## src/rtl/wsr_pkg.sv

```systemverilog
package wsr_pkg;

  localparam int unsigned MaxResults = 16;
  localparam int unsigned FinLimit   = 5;
  localparam int unsigned RtoFloor   = 10;

  typedef enum logic [1:0] {
    FUNC_TICK  = 2'd0,
    FUNC_ACK   = 2'd1,
    FUNC_START = 2'd2,
    FUNC_OTHER = 2'd3
  } func_t;

  typedef enum logic [1:0] {
    KIND_SYN  = 2'd0,
    KIND_DATA = 2'd1,
    KIND_FIN  = 2'd2,
    KIND_DONE = 2'd3
  } kind_t;

  typedef enum logic [2:0] {
    REG_SEGMENT_SIZE    = 3'd0,
    REG_WINDOW_SEGMENTS = 3'd1,
    REG_INITIAL_TIMEOUT = 3'd2,
    REG_TOTAL_LENGTH    = 3'd3,
    REG_INITIAL_SEQ     = 3'd4
  } reg_idx_t;

  typedef enum logic [2:0] {
    PH_IDLE = 3'd0,
    PH_SYN  = 3'd1,
    PH_DATA = 3'd2,
    PH_FIN  = 3'd3,
    PH_DONE = 3'd4
  } phase_t;

  typedef enum logic [3:0] {
    C_IDLE,
    C_DISPATCH,
    C_ADVANCE,
    C_FILL,
    C_RD,
    C_EV,
    C_RTT1,
    C_RTT2,
    C_RTT3,
    C_FLUSH
  } ctl_state_t;

  typedef enum logic [3:0] {
    OP_NONE,
    OP_LATCH,
    OP_START,
    OP_SYN_RESEND,
    OP_SYN_ACKED,
    OP_FILL,
    OP_FIN_FIRST,
    OP_FIN_RETRY,
    OP_FINISH,
    OP_SCAN_INIT,
    OP_SCAN_EV,
    OP_RTT1,
    OP_RTT2,
    OP_RTT3,
    OP_FLUSH
  } op_t;

  typedef struct packed {
    op_t op;
  } cmd_t;

  typedef struct packed {
    logic [1:0] func;
    logic       syn_ack_match;
    logic       fin_ack_match;
    logic       timed;
    logic       fin_limit;
    logic       outstanding_zero;
    logic       bytes_left_zero;
    logic       fill_more;
    logic       scan_end;
    logic       rtt_upd;
    logic       emit_ok;
    logic       pend_valid;
    logic       out_free;
  } sts_t;

endpackage

```

## src/rtl/wsr_ctrl.sv

```systemverilog
module wsr_ctrl (
  input  logic          clk,
  input  logic          rst,
  input  logic          in_valid,
  input  wsr_pkg::sts_t sts,
  output wsr_pkg::cmd_t cmd,
  output logic          busy
);

  wsr_pkg::ctl_state_t state, state_next;
  wsr_pkg::phase_t     phase, phase_next;

  always_ff @(posedge clk) begin
    if (rst) begin
      state <= wsr_pkg::C_IDLE;
      phase <= wsr_pkg::PH_IDLE;
    end else begin
      state <= state_next;
      phase <= phase_next;
    end
  end

  always_comb begin
    state_next = state;
    phase_next = phase;
    cmd.op     = wsr_pkg::OP_NONE;
    case (state)
      wsr_pkg::C_IDLE: begin
        if (in_valid) begin
          cmd.op     = wsr_pkg::OP_LATCH;
          state_next = wsr_pkg::C_DISPATCH;
        end
      end
      wsr_pkg::C_DISPATCH: begin
        state_next = wsr_pkg::C_FLUSH;
        if (sts.func == wsr_pkg::FUNC_START) begin
          cmd.op     = wsr_pkg::OP_START;
          phase_next = wsr_pkg::PH_SYN;
        end else begin
          case (phase)
            wsr_pkg::PH_SYN: begin
              if (sts.func == wsr_pkg::FUNC_ACK && sts.syn_ack_match) begin
                cmd.op     = wsr_pkg::OP_SYN_ACKED;
                phase_next = wsr_pkg::PH_DATA;
                state_next = wsr_pkg::C_ADVANCE;
              end else if (sts.func == wsr_pkg::FUNC_ACK || sts.timed) begin
                cmd.op = wsr_pkg::OP_SYN_RESEND;
              end
            end
            wsr_pkg::PH_DATA: begin
              cmd.op     = wsr_pkg::OP_SCAN_INIT;
              state_next = wsr_pkg::C_RD;
            end
            wsr_pkg::PH_FIN: begin
              if (sts.func == wsr_pkg::FUNC_ACK && sts.fin_ack_match) begin
                cmd.op     = wsr_pkg::OP_FINISH;
                phase_next = wsr_pkg::PH_DONE;
              end else if (sts.func == wsr_pkg::FUNC_ACK || sts.timed) begin
                if (sts.fin_limit) begin
                  cmd.op     = wsr_pkg::OP_FINISH;
                  phase_next = wsr_pkg::PH_DONE;
                end else begin
                  cmd.op = wsr_pkg::OP_FIN_RETRY;
                end
              end
            end
            default: ;
          endcase
        end
      end
      wsr_pkg::C_ADVANCE: begin
        if (!sts.outstanding_zero) begin
          state_next = wsr_pkg::C_FLUSH;
        end else if (!sts.bytes_left_zero) begin
          state_next = wsr_pkg::C_FILL;
        end else if (sts.emit_ok) begin
          cmd.op     = wsr_pkg::OP_FIN_FIRST;
          phase_next = wsr_pkg::PH_FIN;
          state_next = wsr_pkg::C_FLUSH;
        end
      end
      wsr_pkg::C_FILL: begin
        if (!sts.fill_more) begin
          state_next = wsr_pkg::C_FLUSH;
        end else if (sts.emit_ok) begin
          cmd.op = wsr_pkg::OP_FILL;
        end
      end
      wsr_pkg::C_RD: begin
        state_next = sts.scan_end ? wsr_pkg::C_ADVANCE : wsr_pkg::C_EV;
      end
      wsr_pkg::C_EV: begin
        if (sts.emit_ok) begin
          cmd.op     = wsr_pkg::OP_SCAN_EV;
          state_next = sts.rtt_upd ? wsr_pkg::C_RTT1 : wsr_pkg::C_RD;
        end
      end
      wsr_pkg::C_RTT1: begin
        cmd.op     = wsr_pkg::OP_RTT1;
        state_next = wsr_pkg::C_RTT2;
      end
      wsr_pkg::C_RTT2: begin
        cmd.op     = wsr_pkg::OP_RTT2;
        state_next = wsr_pkg::C_RTT3;
      end
      wsr_pkg::C_RTT3: begin
        cmd.op     = wsr_pkg::OP_RTT3;
        state_next = wsr_pkg::C_RD;
      end
      wsr_pkg::C_FLUSH: begin
        if (!sts.pend_valid) begin
          state_next = wsr_pkg::C_IDLE;
        end else if (sts.out_free) begin
          cmd.op     = wsr_pkg::OP_FLUSH;
          state_next = wsr_pkg::C_IDLE;
        end
      end
      default: state_next = wsr_pkg::C_IDLE;
    endcase
  end

  assign busy = (state != wsr_pkg::C_IDLE);

endmodule

```

## src/rtl/wsr_datapath.sv

```systemverilog
module wsr_datapath #(
  parameter int WINDOW = 16
) (
  input  logic          clk,
  input  logic          rst,
  input  wsr_pkg::cmd_t cmd,
  output wsr_pkg::sts_t sts,
  input  logic [1:0]    func,
  input  logic [31:0]   ack_num,
  input  logic [31:0]   now_ms,
  input  logic          cfg_valid,
  input  logic [2:0]    cfg_index,
  input  logic [31:0]   cfg_data,
  output logic          out_valid,
  input  logic          out_stall,
  output logic [1:0]    kind,
  output logic [31:0]   seq_num,
  output logic [31:0]   byte_offset,
  output logic [15:0]   seg_length,
  output logic          is_retransmit,
  output logic          last
);

  localparam int IW = (WINDOW > 1) ? $clog2(WINDOW) : 1;
  localparam int OW = $clog2(WINDOW + 1);

  // Configuration registers.
  logic [15:0] segment_size;
  logic [4:0]  window_segments;
  logic [15:0] initial_timeout;
  logic [31:0] total_length;
  logic [14:0] initial_seq;

  // Transfer state.
  logic [31:0] seq_base, bytes_sent, bytes_left;
  logic [OW-1:0] outstanding;
  logic [31:0] smoothed_rtt, rtt_deviation, current_rto, control_sent_time;
  logic [2:0]  fin_tries;
  logic [WINDOW-1:0] slot_valid, slot_resent;

  // Latched item.
  logic [1:0]  func_q;
  logic [31:0] ack_q, now_q;
  logic        have_ack;

  logic [OW-1:0] idx;
  logic [31:0]   rtt;
  logic [4:0]    res_cnt;

  // Slot memories, read at the scan index.
  logic [31:0] mem_seq  [WINDOW];
  logic [15:0] mem_len  [WINDOW];
  logic [31:0] mem_time [WINDOW];
  logic [31:0] rd_seq, rd_time;
  logic [15:0] rd_len;

  // Pending result, held back until it is known whether it is the last one.
  logic        pend_valid, pend_retx;
  logic [1:0]  pend_kind;
  logic [31:0] pend_seq, pend_off;
  logic [15:0] pend_len;

  logic [IW-1:0] ridx, fidx;
  logic [OW-1:0] lim;
  logic [15:0]   seg, fill_len;
  logic          cur_valid, cur_resent, cur_match, cur_timeout;
  logic          out_free;

  logic          em;
  logic [1:0]    em_kind;
  logic [31:0]   em_seq, em_off;
  logic [15:0]   em_len;
  logic          em_retx;

  logic          mem_we_all, mem_we_time;
  logic [IW-1:0] mem_wa;
  logic [31:0]   mem_wseq, mem_wtime;

  logic signed [32:0] diff, quot, d2s;
  logic [31:0]   d2;
  logic [34:0]   dev_sum, rto_sum;

  assign ridx = idx[IW-1:0];
  assign fidx = outstanding[IW-1:0];
  assign seg  = (segment_size == 16'd0) ? 16'd1 : segment_size;
  assign fill_len = (bytes_left < {16'd0, seg}) ? bytes_left[15:0] : seg;

  always_comb begin
    if (window_segments == 5'd0) begin
      lim = OW'(1);
    end else if (32'(window_segments) > 32'(WINDOW)) begin
      lim = OW'(WINDOW);
    end else begin
      lim = OW'(window_segments);
    end
  end

  assign cur_valid   = slot_valid[ridx];
  assign cur_resent  = slot_resent[ridx];
  assign cur_match   = have_ack && ((rd_seq + {16'd0, rd_len}) == ack_q);
  assign cur_timeout = (now_q - rd_time) >= current_rto;
  assign out_free    = !out_valid || !out_stall;

  always_comb begin
    sts.func             = func_q;
    sts.syn_ack_match    = (ack_q == seq_base + 32'd1);
    sts.fin_ack_match    = (ack_q == seq_base + bytes_sent + 32'd1);
    sts.timed            = (now_q - control_sent_time) >= current_rto;
    sts.fin_limit        = (32'(fin_tries) >= wsr_pkg::FinLimit);
    sts.outstanding_zero = (outstanding == '0);
    sts.bytes_left_zero  = (bytes_left == 32'd0);
    sts.fill_more        = (outstanding < lim) && (bytes_left != 32'd0);
    sts.scan_end         = (idx == OW'(WINDOW));
    sts.rtt_upd          = cur_valid && cur_match && !cur_resent;
    sts.emit_ok          = !pend_valid || out_free;
    sts.pend_valid       = pend_valid;
    sts.out_free         = out_free;
  end

  // Result produced by the current operation.
  always_comb begin
    em      = 1'b0;
    em_kind = wsr_pkg::KIND_SYN;
    em_seq  = seq_base + bytes_sent;
    em_off  = 32'd0;
    em_len  = 16'd0;
    em_retx = 1'b0;
    case (cmd.op)
      wsr_pkg::OP_START: begin
        em     = 1'b1;
        em_seq = {17'd0, initial_seq};
      end
      wsr_pkg::OP_SYN_RESEND: begin
        em      = 1'b1;
        em_seq  = seq_base;
        em_retx = 1'b1;
      end
      wsr_pkg::OP_FILL: begin
        em      = 1'b1;
        em_kind = wsr_pkg::KIND_DATA;
        em_off  = bytes_sent;
        em_len  = fill_len;
      end
      wsr_pkg::OP_FIN_FIRST: begin
        em      = 1'b1;
        em_kind = wsr_pkg::KIND_FIN;
      end
      wsr_pkg::OP_FIN_RETRY: begin
        em      = 1'b1;
        em_kind = wsr_pkg::KIND_FIN;
        em_retx = 1'b1;
      end
      wsr_pkg::OP_FINISH: begin
        em      = 1'b1;
        em_kind = wsr_pkg::KIND_DONE;
        em_seq  = 32'd0;
      end
      wsr_pkg::OP_SCAN_EV: begin
        em      = cur_valid && !cur_match && cur_timeout;
        em_kind = wsr_pkg::KIND_DATA;
        em_seq  = rd_seq;
        em_off  = rd_seq - seq_base;
        em_len  = rd_len;
        em_retx = 1'b1;
      end
      default: ;
    endcase
  end

  // Slot memory write port.
  always_comb begin
    mem_we_all  = (cmd.op == wsr_pkg::OP_FILL);
    mem_we_time = (cmd.op == wsr_pkg::OP_SCAN_EV) && cur_valid && !cur_match && cur_timeout;
    mem_wa      = mem_we_all ? fidx : ridx;
    mem_wseq    = seq_base + bytes_sent;
    mem_wtime   = now_q;
  end

  always_ff @(posedge clk) begin
    if (mem_we_all) begin
      mem_seq[mem_wa] <= mem_wseq;
      mem_len[mem_wa] <= fill_len;
    end
    if (mem_we_all || mem_we_time) begin
      mem_time[mem_wa] <= mem_wtime;
    end
    rd_seq  <= mem_seq[ridx];
    rd_len  <= mem_len[ridx];
    rd_time <= mem_time[ridx];
  end

  // Estimator arithmetic, one piece per step.
  always_comb begin
    diff = $signed({1'b0, rtt}) - $signed({1'b0, smoothed_rtt});
    quot = diff >>> 3;
    if (diff[32] && (diff[2:0] != 3'd0)) begin
      quot = quot + 33'sd1;
    end
    d2s = $signed({1'b0, rtt}) - $signed({1'b0, smoothed_rtt});
    d2  = d2s[32] ? 32'(-d2s) : d2s[31:0];
    dev_sum = 35'({rtt_deviation, 1'b0}) + 35'(rtt_deviation) + 35'(d2);
    rto_sum = 35'(smoothed_rtt) + 35'({rtt_deviation, 2'b00});
  end

  always_ff @(posedge clk) begin
    if (rst) begin
      segment_size      <= 16'd1024;
      window_segments   <= 5'd16;
      initial_timeout   <= 16'd1000;
      total_length      <= 32'd0;
      initial_seq       <= 15'd0;
      seq_base          <= 32'd0;
      bytes_sent        <= 32'd0;
      bytes_left        <= 32'd0;
      outstanding       <= '0;
      smoothed_rtt      <= 32'd0;
      rtt_deviation     <= 32'd0;
      current_rto       <= 32'd0;
      control_sent_time <= 32'd0;
      fin_tries         <= 3'd0;
      slot_valid        <= '0;
      slot_resent       <= '0;
      func_q            <= wsr_pkg::FUNC_TICK;
      have_ack          <= 1'b0;
      idx               <= '0;
      res_cnt           <= 5'd0;
      pend_valid        <= 1'b0;
      out_valid         <= 1'b0;
    end else begin
      if (cfg_valid) begin
        case (cfg_index)
          wsr_pkg::REG_SEGMENT_SIZE:    segment_size    <= cfg_data[15:0];
          wsr_pkg::REG_WINDOW_SEGMENTS: window_segments <= cfg_data[4:0];
          wsr_pkg::REG_INITIAL_TIMEOUT: initial_timeout <= cfg_data[15:0];
          wsr_pkg::REG_TOTAL_LENGTH:    total_length    <= cfg_data;
          wsr_pkg::REG_INITIAL_SEQ:     initial_seq     <= cfg_data[14:0];
          default: ;
        endcase
      end

      if (out_valid && !out_stall) begin
        out_valid <= 1'b0;
      end

      case (cmd.op)
        wsr_pkg::OP_LATCH: begin
          func_q   <= func;
          ack_q    <= ack_num;
          now_q    <= now_ms;
          have_ack <= (func == wsr_pkg::FUNC_ACK);
          res_cnt  <= 5'd0;
        end
        wsr_pkg::OP_START: begin
          slot_valid        <= '0;
          slot_resent       <= '0;
          outstanding       <= '0;
          seq_base          <= {17'd0, initial_seq};
          bytes_sent        <= 32'd0;
          bytes_left        <= total_length;
          smoothed_rtt      <= {16'd0, initial_timeout};
          current_rto       <= {16'd0, initial_timeout};
          rtt_deviation     <= 32'd0;
          fin_tries         <= 3'd0;
          control_sent_time <= now_q;
        end
        wsr_pkg::OP_SYN_RESEND: control_sent_time <= now_q;
        wsr_pkg::OP_SYN_ACKED:  seq_base <= seq_base + 32'd1;
        wsr_pkg::OP_FILL: begin
          slot_valid[fidx]  <= 1'b1;
          slot_resent[fidx] <= 1'b0;
          bytes_sent        <= bytes_sent + {16'd0, fill_len};
          bytes_left        <= bytes_left - {16'd0, fill_len};
          outstanding       <= outstanding + OW'(1);
        end
        wsr_pkg::OP_FIN_FIRST: begin
          fin_tries         <= 3'd1;
          control_sent_time <= now_q;
        end
        wsr_pkg::OP_FIN_RETRY: begin
          fin_tries         <= fin_tries + 3'd1;
          control_sent_time <= now_q;
        end
        wsr_pkg::OP_SCAN_INIT: idx <= '0;
        wsr_pkg::OP_SCAN_EV: begin
          idx <= idx + OW'(1);
          if (cur_valid) begin
            if (cur_match) begin
              rtt               <= now_q - rd_time;
              slot_valid[ridx]  <= 1'b0;
              slot_resent[ridx] <= 1'b0;
              have_ack          <= 1'b0;
              if (outstanding != '0) begin
                outstanding <= outstanding - OW'(1);
              end
            end else if (cur_timeout) begin
              slot_resent[ridx] <= 1'b1;
            end
          end
        end
        wsr_pkg::OP_RTT1: smoothed_rtt  <= smoothed_rtt + quot[31:0];
        wsr_pkg::OP_RTT2: rtt_deviation <= dev_sum[33:2];
        wsr_pkg::OP_RTT3: begin
          if (rto_sum < 35'(wsr_pkg::RtoFloor)) begin
            current_rto <= 32'(wsr_pkg::RtoFloor);
          end else if (rto_sum > 35'h0_FFFF_FFFF) begin
            current_rto <= 32'hFFFF_FFFF;
          end else begin
            current_rto <= rto_sum[31:0];
          end
        end
        wsr_pkg::OP_FLUSH: begin
          pend_valid    <= 1'b0;
          out_valid     <= 1'b1;
          kind          <= pend_kind;
          seq_num       <= pend_seq;
          byte_offset   <= pend_off;
          seg_length    <= pend_len;
          is_retransmit <= pend_retx;
          last          <= 1'b1;
        end
        default: ;
      endcase

      if (em && (32'(res_cnt) < wsr_pkg::MaxResults)) begin
        res_cnt    <= res_cnt + 5'd1;
        pend_valid <= 1'b1;
        pend_kind  <= em_kind;
        pend_seq   <= em_seq;
        pend_off   <= em_off;
        pend_len   <= em_len;
        pend_retx  <= em_retx;
        if (pend_valid) begin
          out_valid     <= 1'b1;
          kind          <= pend_kind;
          seq_num       <= pend_seq;
          byte_offset   <= pend_off;
          seg_length    <= pend_len;
          is_retransmit <= pend_retx;
          last          <= 1'b0;
        end
      end
    end
  end

endmodule

```

## src/rtl/window_sender_retx_rto.sv

```systemverilog
// Channel   Direction  Handshake            Payload
// in        input      in_valid / in_stall  func, ack_num, now_ms
// out       output     out_valid/out_stall  kind, seq_num, byte_offset, seg_length,
//                                           is_retransmit, last
// cfg       input      cfg_valid/cfg_ready  cfg_index, cfg_data
//
// One item at a time: the block takes and decodes it, then the scan visits the WINDOW slots,
// read from the slot memory, with an RTT estimate update in the RTT1, RTT2 and RTT3 states,
// and a step per new data segment.
// Results leave through a one-item holding register and an output register; a stall
// on the output holds the sequencer wherever it next wants to emit with the holding register full.
// Reset is synchronous; after it the block is idle and takes an item at once.
module window_sender_retx_rto #(
  parameter int WINDOW = 16
) (
  input  logic        clk,
  input  logic        rst,
  input  logic        in_valid,
  output logic        in_stall,
  input  logic [1:0]  func,
  input  logic [31:0] ack_num,
  input  logic [31:0] now_ms,
  output logic        out_valid,
  input  logic        out_stall,
  output logic [1:0]  kind,
  output logic [31:0] seq_num,
  output logic [31:0] byte_offset,
  output logic [15:0] seg_length,
  output logic        is_retransmit,
  output logic        last,
  input  logic        cfg_valid,
  output logic        cfg_ready,
  input  logic [2:0]  cfg_index,
  input  logic [31:0] cfg_data
);

  wsr_pkg::cmd_t cmd;
  wsr_pkg::sts_t sts;
  logic          busy;

  assign in_stall  = busy;
  assign cfg_ready = 1'b1;

  wsr_ctrl u_ctrl (
    .clk      (clk),
    .rst      (rst),
    .in_valid (in_valid),
    .sts      (sts),
    .cmd      (cmd),
    .busy     (busy)
  );

  wsr_datapath #(
    .WINDOW (WINDOW)
  ) u_dp (
    .clk           (clk),
    .rst           (rst),
    .cmd           (cmd),
    .sts           (sts),
    .func          (func),
    .ack_num       (ack_num),
    .now_ms        (now_ms),
    .cfg_valid     (cfg_valid),
    .cfg_index     (cfg_index),
    .cfg_data      (cfg_data),
    .out_valid     (out_valid),
    .out_stall     (out_stall),
    .kind          (kind),
    .seq_num       (seq_num),
    .byte_offset   (byte_offset),
    .seg_length    (seg_length),
    .is_retransmit (is_retransmit),
    .last          (last)
  );

`ifndef SYNTHESIS
  // An accepted item keeps the block busy in the following cycle.
  a_busy_after_accept: assert property (@(posedge clk) disable iff (rst)
    in_valid && !in_stall |=> in_stall)
    else $error("block not busy after taking an item");

  // Nothing is left held back once the block is idle again.
  a_no_pending_when_idle: assert property (@(posedge clk) disable iff (rst)
    !in_stall |-> !sts.pend_valid)
    else $error("result left pending while idle");

  // Fill, first FIN, scan and flush operations only run when there is room to move the held result on.
  a_emit_has_room: assert property (@(posedge clk) disable iff (rst)
    (cmd.op == wsr_pkg::OP_FILL || cmd.op == wsr_pkg::OP_FIN_FIRST ||
     cmd.op == wsr_pkg::OP_SCAN_EV || cmd.op == wsr_pkg::OP_FLUSH) |-> sts.emit_ok)
    else $error("result produced without room");
`endif

endmodule
```

## config.mk

```make
export PLATFORM = sky130hd
export DESIGN_NAME = window_sender_retx_rto
export DESIGN_NICKNAME = d
export VERILOG_FILES = /design/src/rtl/wsr_pkg.sv /design/src/rtl/wsr_ctrl.sv /design/src/rtl/wsr_datapath.sv /design/src/rtl/window_sender_retx_rto.sv
export SDC_FILE = /design/constraint.sdc
export NUM_CORES = 2
export LEC_CHECK = 0
export ABC_AREA = 1
export BUFFER_PORTS_ARGS = -buffer_cell sky130_fd_sc_hd__buf_2
export CORE_MARGIN = 10
export CORE_UTILIZATION = 52
export CTS_CLUSTER_SIZE = 16
export DETAILED_ROUTE_END_ITERATION = 10
export PLACE_DENSITY = 0.65
export SLEW_MARGIN = 20
export SYNTH_ARGS = -nofsm -noshare
export SYNTH_HDL_FRONTEND = slang
export SYNTH_SLANG_ARGS = --single-unit
```

## constraint.sdc

```tcl
create_clock -name clk -period 9.9 [get_ports clk]
set_input_delay 1.98 -clock clk [delete_from_list [all_inputs] [get_ports clk]]
set_output_delay 1.98 -clock clk [all_outputs]
set_load 0.005 [all_outputs]
```

==> flow_summary_export.csv <==
group,metric,value,unit
floorplan,coreArea,0.197,mm²
power_and_ir_drop,totalPowerFinal,23900,µW
power_and_ir_drop,p_leak,0.0441,µW
layout,final_cells,14223,
detailed_routing,dr.pass1.iters,6,
clock_tree,cts-htree-levels,4,
grt,grt_pass1_vias,76931,
power_and_ir_drop,p_per_area,211,mW/mm²
layout,largestRegisters,"u_dp.mem_seq (512), u_dp.mem_time (512), u_dp.mem_len (256)",
place,dp.cells,13827,
clock_tree,postCtsSetupBuffers,0,
detailed_routing,drt_iter0_drc,9900,
detailed_routing,drc_errors,0,
critical_path,cpPeakStageDelay,610,ps
synthesis,yosys_register_bits,1993,
grt,grt_pass1_wl,481000,µm
critical_path,cpMaxStageDelayCell,"edfxtp_1",
synthesis,synth_edf_count,1543,
grt,grt_overflow,0,
floorplan,placementRows,163,
timing,fin_crit_sh,0.840,
detailed_routing,ant_nets,0,
timing,timing.fmax,120,MHz
critical_path,crit_type,"reg2reg",
synthesis,syn-num-nets,11905,
synthesis,synth_cells,11360,
place,portBuffers,191,
floorplan,die_w,464,µm
critical_path,crit_fanout,34,
critical_path,crit_top_cell,"o21ai_0",
floorplan,start_util,0.522,
synthesis,yosysWarnings,0,
timing,rsz0062_at_grt,"no",
grt,grt.total_usage,0.288,
synthesis,synth.largest_area_cell,"edfxtp_1",
timing,worst_pin_slew,1120,ps
timing,finalSetupViolations,0,
layout,layout_commonest_cell,"nand2_1",
synthesis,postSynthAreaPerCell,9.04,µm²
synthesis,netlist_area,0.103,mm²
timing,worst_hold_slack,446,ps
clock_tree,path_clk_slew,60,ps
timing,max-slew-margin-rel,0.251,
run_status,outcome,"finished, final reports clean",
layout,n_fill_cell,17021,
timing,hold_viol_final,0,
synthesis,ys_async_sr_fraction,0,
critical_path,end_kind,"flop",
clock_tree,cts_hold_buf,0,
layout,layout_common_cells,"nand2_1, edfxtp_1, o21ai_0, nor2_1, inv_1",
timing,tns,0,ps
place,dpl.hpwl,215000,µm
detailed_routing,routed_wl,323000,µm
synthesis,ys.flop_type,"edfxtp_1",
timing,layout_setup_ws,1590,ps
power_and_ir_drop,peakVddDrop,0.199,mV
critical_path,startpoint_type,"flop",
clock_tree,root_buffer,"clkbuf_16",
clock_tree,cts-resized-gates,0,
detailed_routing,via_per_inst,5.85,
synthesis,synthTopCellsByArea,"edfxtp_1, dfxtp_1, nand2_1",
min_path,min_path_type,"reg2reg",
layout,area_growth,10.5,%
layout,final_nets,11942,
critical_path,critPathArrivalTime,9070,ps
critical_path,cp.required,10650,ps
job,drv_cap,0,
clock_tree,cts_sinks,1993,
grt,grt_max_degree,235,
clock_tree,clk_path_buf_depth,3,
timing,slew_viol_final,0,
timing,period_needed,8310,ps
grt,antenna_found_initial,19,
floorplan,die_h,464,µm
floorplan,pin_count,193,
place,place_ws,1630,ps
floorplan,dieArea,0.216,mm²
clock_tree,insertion_delay,890,ps
detailed_routing,vias,83252,
clock_tree,cts_buffers,204,
place,place.gp.congestion,0.979,
synthesis,yosysTopAreaCellShare,0.451,
critical_path,r2r_slack,1590,ps
synthesis,ys_seq_area_frac,0.539,
timing,skew,63.7,ps
synthesis,synth_cell_type_count,73,
clock_tree,tritoncts,"yes",
layout,drive_gt1_frac,0.0729,
detailed_routing,wl_per_cell,22.7,µm
worst max-delay path: cells and delay by family, from the launching register on:
kind / cells / cell delay [ps]
buf+inv: 4 / 1090
xor+xnor: 1 / 120
compound gates: 16 / 3630
simple gates: 9 / 1750
flops: 1 / 610
fa+ha+maj: 3 / 930
logic make-up after synthesis:
kind of cell,Yosys count,synth area share
other,1,0.0000365
XOR/XNOR,325,0.0280
multiplexers,1,0.0000975
buffers and inverters,1575,0.0597
flip-flops,1993,0.539
adder cells (fa/ha/maj),439,0.0566
AO/OA/AOI/OAI,2635,0.139
AND/OR/NAND/NOR,4391,0.177
through the flow:
| stage | util | instance area [µm²] |
|---|---|---|
| 2_1_floorplan | - | 103000 |
| 3_3_place_gp | 0.539 | 106000 |
| 3_5_place_dp | 0.539 | 106000 |
| 4_1_cts | 0.576 | 113000 |
| 5_1_grt | 0.576 | 113000 |
| 6_report | 0.576 | 113000 |
final timing paths:
path / start / to / depth (start not counted)
worst max register to register: u_dp.mem_wtime[0] / u_dp.smoothed_rtt[16] / 33
worst min register to register: u_dp.total_length[3] / u_dp.total_length[3] / 2
worst min-delay path: u_dp.total_length[3] / u_dp.total_length[3] / 2
worst max-delay path: u_dp.mem_wtime[0] / u_dp.smoothed_rtt[16] / 33
where the power goes:
group / switching, µW / internal [µW] / leakage, µW / total [µW]
registers: 443 / 9680 / 0.0177 / 10100
logic: 3880 / 1790 / 0.0229 / 5670
clock network: 3380 / 4740 / 0.00347 / 8130
total: 7710 / 16200 / 0.0441 / 23900
synthesized netlist by cell type (all sizes together), types with 5 or more instances:
library cell / n
inv: 1099
nand3: 371
o21bai: 20
o21ai: 1313
o32ai: 13
or2: 57
clkinv: 8
o211ai: 42
dfxtp: 450
a21o: 21
nor4: 30
nand3b: 12
nand2: 2369
ha: 396
a21boi: 18
and2: 7
a31oi: 23
nand4: 180
nor2: 1244
nor3: 103
buf: 79
o31ai: 22
a32o: 5
nor3b: 8
o21a: 30
o22ai: 346
o221ai: 6
fa: 43
edfxtp: 1543
a221oi: 6
xnor2: 78
a211oi: 16
clkbuf: 387
xor2: 245
a21oi: 742
final cells by class:
| cell class | count | area [µm²] | share of cell area |
|---|---|---|---|
| multi-input cells | 7792 | 41500 | 0.366 |
| diodes | 5 | 12.5 | 0.000110 |
| well taps | 2640 | 3300 | 0.0291 |
| clock buffers | 274 | 5690 | 0.0502 |
| clock inverters | 113 | 1470 | 0.0130 |
| flip-flops and latches | 1993 | 55400 | 0.488 |
| repair buffers | 299 | 1860 | 0.0164 |
| inverters | 1107 | 4190 | 0.0370 |
routing by layer:
layer / global-route usage / vias to the layer above / wire [µm]
met2: 0.425 / 3805 / 138000
met4: 0.0825 / 12 / 8730
met1: 0.434 / 39893 / 145000
met5: 0 / - / 77
li1: - / 39099 / -
met3: 0.0501 / 443 / 31600
(Power assumes the default switching activity.)
